--- src/rtl/whmh_mix.sv ---
// ----------------------------------------------------------------------------
// whmh_mix
// Iterative 64x64 folding multiply: one 32x32 partial product per cycle,
// accumulated into a 128-bit sum; the result is high half XOR low half.
// ----------------------------------------------------------------------------
module whmh_mix (
  input  logic        clk_i,
  input  logic        rst_ni,
  input  logic        start_i,
  input  logic [63:0] x_i,
  input  logic [63:0] y_i,
  output logic        done_o,
  output logic [63:0] res_o
);

  logic [63:0]  x_q, y_q;
  logic [63:0]  pp_q;
  logic [127:0] acc_q;
  logic [2:0]   step_q;
  logic [1:0]   pk_q;
  logic         run_q, done_q;
  logic [31:0]  xs, ys;
  logic [6:0]   sh;

  assign xs = step_q[1] ? x_q[63:32] : x_q[31:0];
  assign ys = step_q[0] ? y_q[63:32] : y_q[31:0];
  assign sh = (pk_q == 2'd0) ? 7'd0 : ((pk_q == 2'd3) ? 7'd64 : 7'd32);

  always_ff @(posedge clk_i or negedge rst_ni) begin
    if (!rst_ni) begin
      run_q  <= 1'b0;
      done_q <= 1'b0;
      step_q <= '0;
    end else if (start_i) begin
      run_q  <= 1'b1;
      done_q <= 1'b0;
      step_q <= '0;
    end else if (run_q) begin
      step_q <= step_q + 3'd1;
      if (step_q == 3'd4) begin
        run_q  <= 1'b0;
        done_q <= 1'b1;
      end
    end else begin
      done_q <= 1'b0;
    end
  end

  always_ff @(posedge clk_i) begin
    if (start_i) begin
      x_q   <= x_i;
      y_q   <= y_i;
      acc_q <= '0;
    end else if (run_q) begin
      if (step_q < 3'd4) begin
        pp_q <= xs * ys;
        pk_q <= step_q[1:0];
      end
      if (step_q != 3'd0) begin
        acc_q <= acc_q + (128'(pp_q) << sh);
      end
    end
  end

  assign done_o = done_q;
  assign res_o  = acc_q[127:64] ^ acc_q[63:0];

endmodule

--- config.mk ---
export PLATFORM = sky130hd
export DESIGN_NAME = whmh_mix
export DESIGN_NICKNAME = d
export VERILOG_FILES = /design/src/rtl/whmh_mix.sv
export SDC_FILE = /design/constraint.sdc
export NUM_CORES = 2
export LEC_CHECK = 0
export BUFFER_PORTS_ARGS = -buffer_cell sky130_fd_sc_hd__buf_2
export CORE_UTILIZATION = 41
export DETAILED_ROUTE_END_ITERATION = 10
export PLACE_DENSITY = 0.66
export SYNTH_ARGS = -nofsm -noshare
export SYNTH_HDL_FRONTEND = slang
export SYNTH_SLANG_ARGS = --single-unit
--- constraint.sdc ---
create_clock -name clk_i -period 9.6 [get_ports clk_i]
set_input_delay 1.92 -clock clk_i [delete_from_list [all_inputs] [get_ports clk_i]]
set_output_delay 1.92 -clock clk_i [all_outputs]
set_load 0.05 [all_outputs]
; Word level (Yosys, flattened, before mapping)
; Cells that the tools add are included.
[word_totals]
ff_bits = 327
in_bits = 131
out_inout_bits = 65
[classes]
addsub = 2
mul = 1
n_lt_le_gt_ge = 1
n_eq_ne = 3
shift = 1
muxes = 12
bitwise = 2
reduce_logical = 5
[ops]
columns = op, n
row1 = adder 128 bit, 1
row2 = left shift 64 x 7 -> 128 bit, 1
row3 = multiplier 32 x 32 -> 64 bit, 1
row4 = two-way mux 32 bit, 2
row5 = XOR 64 bit, 1
row6 = two-way mux 7 bit, 2
row7 = two-way mux 1 bit, 6
row8 = two-way mux 3 bit, 2
row9 = "adder 3 x 1 -> 3 bit, second input constant", 1
row10 = "equality test 3 bit, second input constant", 1
row11 = "< comparator 3 bit, second input constant", 1
row12 = "!= test 3 x 2 -> 1 bit, second input constant", 1
row13 = AND reduction 3 bit, 1
row14 = nonzero test 3 bit, 1
row15 = "equality test 2 bit, second input constant", 1
row16 = zero test 2 bit, 1
row17 = AND reduction 2 bit, 1
row18 = nonzero test 2 bit, 1
row19 = inverter 1 bit, 1

; Longest topological paths before layout
[logic_depth]
ltp_word = 5
depth_mapped = 35
ltp_nobuf = 31

; Worst setup path before layout
; OpenSTA, ideal clock, no wires.
[synth_path]
kind = register -> register
startpoint = register step_q[0]
endpoint = register pp_q[61] (data pin)
setup_ps = 263
arrival_time_ps = 8991
t_required_ps = 9337
setup_slack_ps = 346
stages_incl_launch_ff = 31
period_less_slack_ps = 9254
path_cell_list = dfrtp_1 > clkbuf_1 > buf_1 > buf_1 > clkbuf_1 > mux2_1 > nand2_1 > fa_1 > fa_1 > fa_1 > fa_1 > inv_1 > fa_1 > inv_1 > fa_1 > fa_1 > fa_1 > inv_1 > ha_1 > nand3_1 > nor3_2 > o211ai_1 > a311oi_1 > nor3_1 > o21a_1 > o21a_1 > o31a_1 > o41a_1 > o21ai_2 > a311oi_1 > xnor2_1
[synth_via]
elab_chain_len = 2
[synth_rtl]
columns = item, line_no
row1 = from (decl), 19  ; logic [2:0] step_q;
row2 = from (signal assigned), 39  ; step_q <= step_q + 3'd1;
row3 = two-way mux 32 bit, 26  ; assign ys = step_q[0] ? y_q[63:32] : y_q[31:0];
row4 = multiplier 32 x 32 -> 64 bit, 56  ; pp_q <= xs * ys;
row5 = to (signal assigned), 56
row6 = to (decl), 17  ; logic [63:0] pp_q;
; Every way passes these cells.
; A chain may end at the register's enable or synchronous reset.

; Worst setup path after layout
[layout_path]
startpoint = register step_q[1]
endpoint = register pp_q[63] (data pin)
[layout_via]
elab_chain_len = 2
[layout_rtl]
columns = item, line_no
row1 = two-way mux 32 bit, 25  ; assign xs = step_q[1] ? x_q[63:32] : x_q[31:0];
row2 = multiplier 32 x 32 -> 64 bit, 56
; Every way passes these cells.

==> metrics.yaml <==
outcome:
  status: "completed"
cells_and_area:
  layoutNonFillerInstCount: 7933
  area_growth_pct: 9.70
  drive_gt1_share_pct: 9.70
  finalNetCount: 7596
  fill_cells: 12548
  post-route-util_pct: 45.6
global_routing:
  grt_use_met2_pct: 46.9
  grt-busiest-layer: "met2"
  grt_max_degree: 77
  antenna_found_initial: 7
  met1_usage_pct: 36.7
  grt.met3_usage_pct: 7.68
  grtUsageTotal_pct: 29.9
  grt_overflow: 0
  grt_pass1_wl_um: 291000
  grt_pass1_vias: 46226
clocking:
  clock-sinks: 327
  path_clk_slew_ps: 60
  cts-hold-fix-buffers: 0
  cts_buffers: 39
  clk_latency_ps: 660
  h-tree-depth: 2
  cts_buffer_depth: 3
  cts_tree: "done"
  root_buffer: "clkbuf_16"
floorplan:
  num_rows: 131
  initial_core_util_pct: 41.5
  coreArea_mm2: 0.128
  dieArea_mm2: 0.131
  ios: 196
  dieWidth_um: 363
  die_y_um: 363
synth:
  synth_edf_count: 194
  ys_warn_count: 0
  synthDistinctLibCells: 78
  avgSynthCellArea_um2: 8.81
  synth_seq_cells: 327
  syn-num-nets: 7475
  syn-cell-area_mm2: 0.0533
  ys_dominant_reg_cell: "edfxtp_1"
  synth-async-reset-ratio_pct: 1.53
  seq_area_frac_synth_pct: 16.0
  syn_inst: 6054
place:
  finalWeightedCongestion: 1.01
  dp_hpwl_um: 159000
  dp.cells: 7851
  portBuffers: 195
routing:
  drtIter0Drc: 4156
  totalWireLength_um: 195000
  final_antenna_net_count: 0
  routedWlPerCell_um: 24.6
  drc: 0
  via_per_inst: 5.57
  via_count: 44155
  first_pass_iters: 6
setup_path:
  crit_required_ps: 9970
  crit_top_cell: "fa_1"
  worstSetupEndpointType: "flop"
  critPathMaxStageDelay_ps: 610
  crit_arrival_ps: 9680
  path_class: "flop to flop"
  worst_path_max_delay_cell: "mux2_2"
  cp_max_fo: 12
  cp-start-kind: "flop"
timing:
  hold_ws_ps: 485
  worst_slew_pin_slew_ps: 1240
  rsz0062_at_grt: "false"
  hold_viol_final: 0
  fin_crit_ps: 9310
  finalCritPeriodShare_pct: 96.9
  tns_ps: 0
  slew_viol_final: 0
  max_slew_margin_pct: 16.8
  finalSetupViolations: 0
  fin_skew_ps: 61.1
  fmaxAchievable_mhz: 107
worst_hold_path:
  hold_path_class: "flop to flop"
flow_run:
  max-cap-violations: 0
==> cells by family (layout without fill, tap and decap cells) <==
logic type,after synthesis,count (layout),share of synthesized area (%)
XOR/XNOR,247,247,4.06
AND/OR/NAND/NOR,1881,1881,14.7
adder cells (fa/ha/maj),1290,1290,42.9
other,0,1,0
AO/OA/AOI/OAI,889,889,10.3
multiplexers,162,162,3.19
flip-flops,327,327,16.0
buffers and inverters,1258,1407,8.88
==> worst max-delay path, delay by kind of cell, from the launching register on <==
kind,cells,cell delay [ps]
AO/OA/AOI/OAI,8,1670
XOR/XNOR,1,180
adder cells (fa/ha/maj),9,4470
buffers and inverters,5,930
flip-flops,1,590
multiplexers,1,610
AND/OR/NAND/NOR,4,590
==> layout make-up <==
| class | count | area, um2 | area share [%] |
|---|---|---|---|
| Clock inverter | 22 | 210 | 0.359 |
| Tap cell | 1729 | 2160 | 3.70 |
| Inverter | 944 | 3540 | 6.06 |
| Sequential cell | 327 | 8520 | 14.6 |
| Antenna cell | 1 | 2.50 | 0.00428 |
| Clock buffer | 47 | 1010 | 1.72 |
| Multi-Input combinational cell | 4469 | 40300 | 68.9 |
| Timing Repair Buffer | 394 | 2720 | 4.64 |
==> per-layer routing <==
metal  vias up  wire length [um]
met2      2378             86700
met5         -                73
met3       570             20100
li1      19452                 -
met1     21745             74000
met4        10             14400
==> metrics by stage <==
stage | setup WS (ps) | area [um2]
final | 293 | 58500
after global routing | 15.8 | 58500
after CTS | 117 | 58400
after detailed placement | 152 | 57200
after global placement | 110 | 57200
after floorplan | 346 | 53300
==> cell usage in the layout (no fill, tap or decap), types with 10 or more instances in the layout <==
| cell type | instances |
|---|---|
| o211ai_1 | 13 |
| a31oi_1 | 19 |
| a21oi_1 | 351 |
| or2_2 | 14 |
| nor4_1 | 13 |
| mux2_2 | 52 |
| and3_1 | 10 |
| mux2i_2 | 49 |
| nand2_1 | 783 |
| fa_1 | 897 |
| o21a_1 | 23 |
| xnor2_1 | 114 |
| o21ai_0 | 187 |
| o21ai_1 | 12 |
| buf_2 | 194 |
| ha_1 | 392 |
| edfxtp_1 | 194 |
| xor2_1 | 133 |
| dfxtp_1 | 128 |
| and2_1 | 40 |
| mux2i_1 | 47 |
| a22o_1 | 36 |
| or3_1 | 12 |
| nand2b_1 | 20 |
| a21o_1 | 83 |
| a21boi_0 | 14 |
| buf_12 | 18 |
| clkbuf_16 | 39 |
| nand4_1 | 87 |
| mux2_1 | 12 |
| nor2b_1 | 48 |
| o31ai_1 | 15 |
| nand3_1 | 41 |
| inv_1 | 944 |
| buf_4 | 179 |
| nor2_1 | 755 |
| o21bai_1 | 58 |
| a211oi_1 | 16 |
| nor3_1 | 34 |
==> cells in the mapped netlist, drive strengths merged, types with 4 or more instances <==
master | instances | area (um2)
a211oi | 16 | 120
a21boi | 16 | 120
a21o | 83 | 623
a21oi | 351 | 1760
a221oi | 8 | 70.1
a22o | 36 | 315
a31o | 4 | 35.0
a31oi | 20 | 140
and2 | 40 | 250
and3 | 10 | 62.6
and4 | 7 | 61.3
buf | 27 | 116
clkbuf | 287 | 1080
dfrtp | 5 | 125
dfxtp | 128 | 2560
edfxtp | 194 | 5830
fa | 897 | 18000
ha | 393 | 4920
inv | 944 | 3540
mux2 | 64 | 721
mux2i | 98 | 981
nand2 | 783 | 2940
nand2b | 20 | 125
nand3 | 41 | 205
nand4 | 87 | 544
nor2 | 758 | 2850
nor2b | 51 | 322
nor3 | 35 | 180
nor4 | 13 | 81.3
o211ai | 14 | 110
o21a | 23 | 173
o21ai | 201 | 1010
o21bai | 58 | 435
o31ai | 18 | 150
or2 | 15 | 93.8
or3 | 12 | 75.1
or4 | 4 | 30.0
xnor2 | 114 | 998
xor2 | 133 | 1160
==> registers in the layout, indices dropped and copies added, names as in the netlist <==
signal / cells
step_q: 3
pp_q: 64
done_o: 1
acc_q: 128
y_q: 64
pk_q: 2
run_q: 1
x_q: 64
==> worst paths after layout <==
| check | to | slack, ps | cells after the start | start |
|---|---|---|---|---|
| max | pp_q[63]$_DFFE_PP_ | 290 | 28 | step_q[1]$_DFFE_PN0P_ |
| min | acc_q[14]$_SDFFE_PP0P_ | 490 | 2 | acc_q[14]$_SDFFE_PP0P_ |
| max reg2reg | pp_q[63]$_DFFE_PP_ | 290 | 28 | step_q[1]$_DFFE_PN0P_ |
| min reg2reg | acc_q[14]$_SDFFE_PP0P_ | 490 | 2 | acc_q[14]$_SDFFE_PP0P_ |
| max in group asynchronous | step_q[0]$_DFFE_PN0P_ | 8120 | 1 | rst_ni |
| min in group asynchronous | step_q[1]$_DFFE_PN0P_ | 1200 | 1 | rst_ni |
==> repair_timing <==
action | CTS | global route
resized for setup | 0 | 3
setup buffers | 0 | 12
setup endpoints to repair | 0 | 6
Power is not shown: default switching activity piles up to over one toggle a cycle in this logic, so the estimate is an artifact.
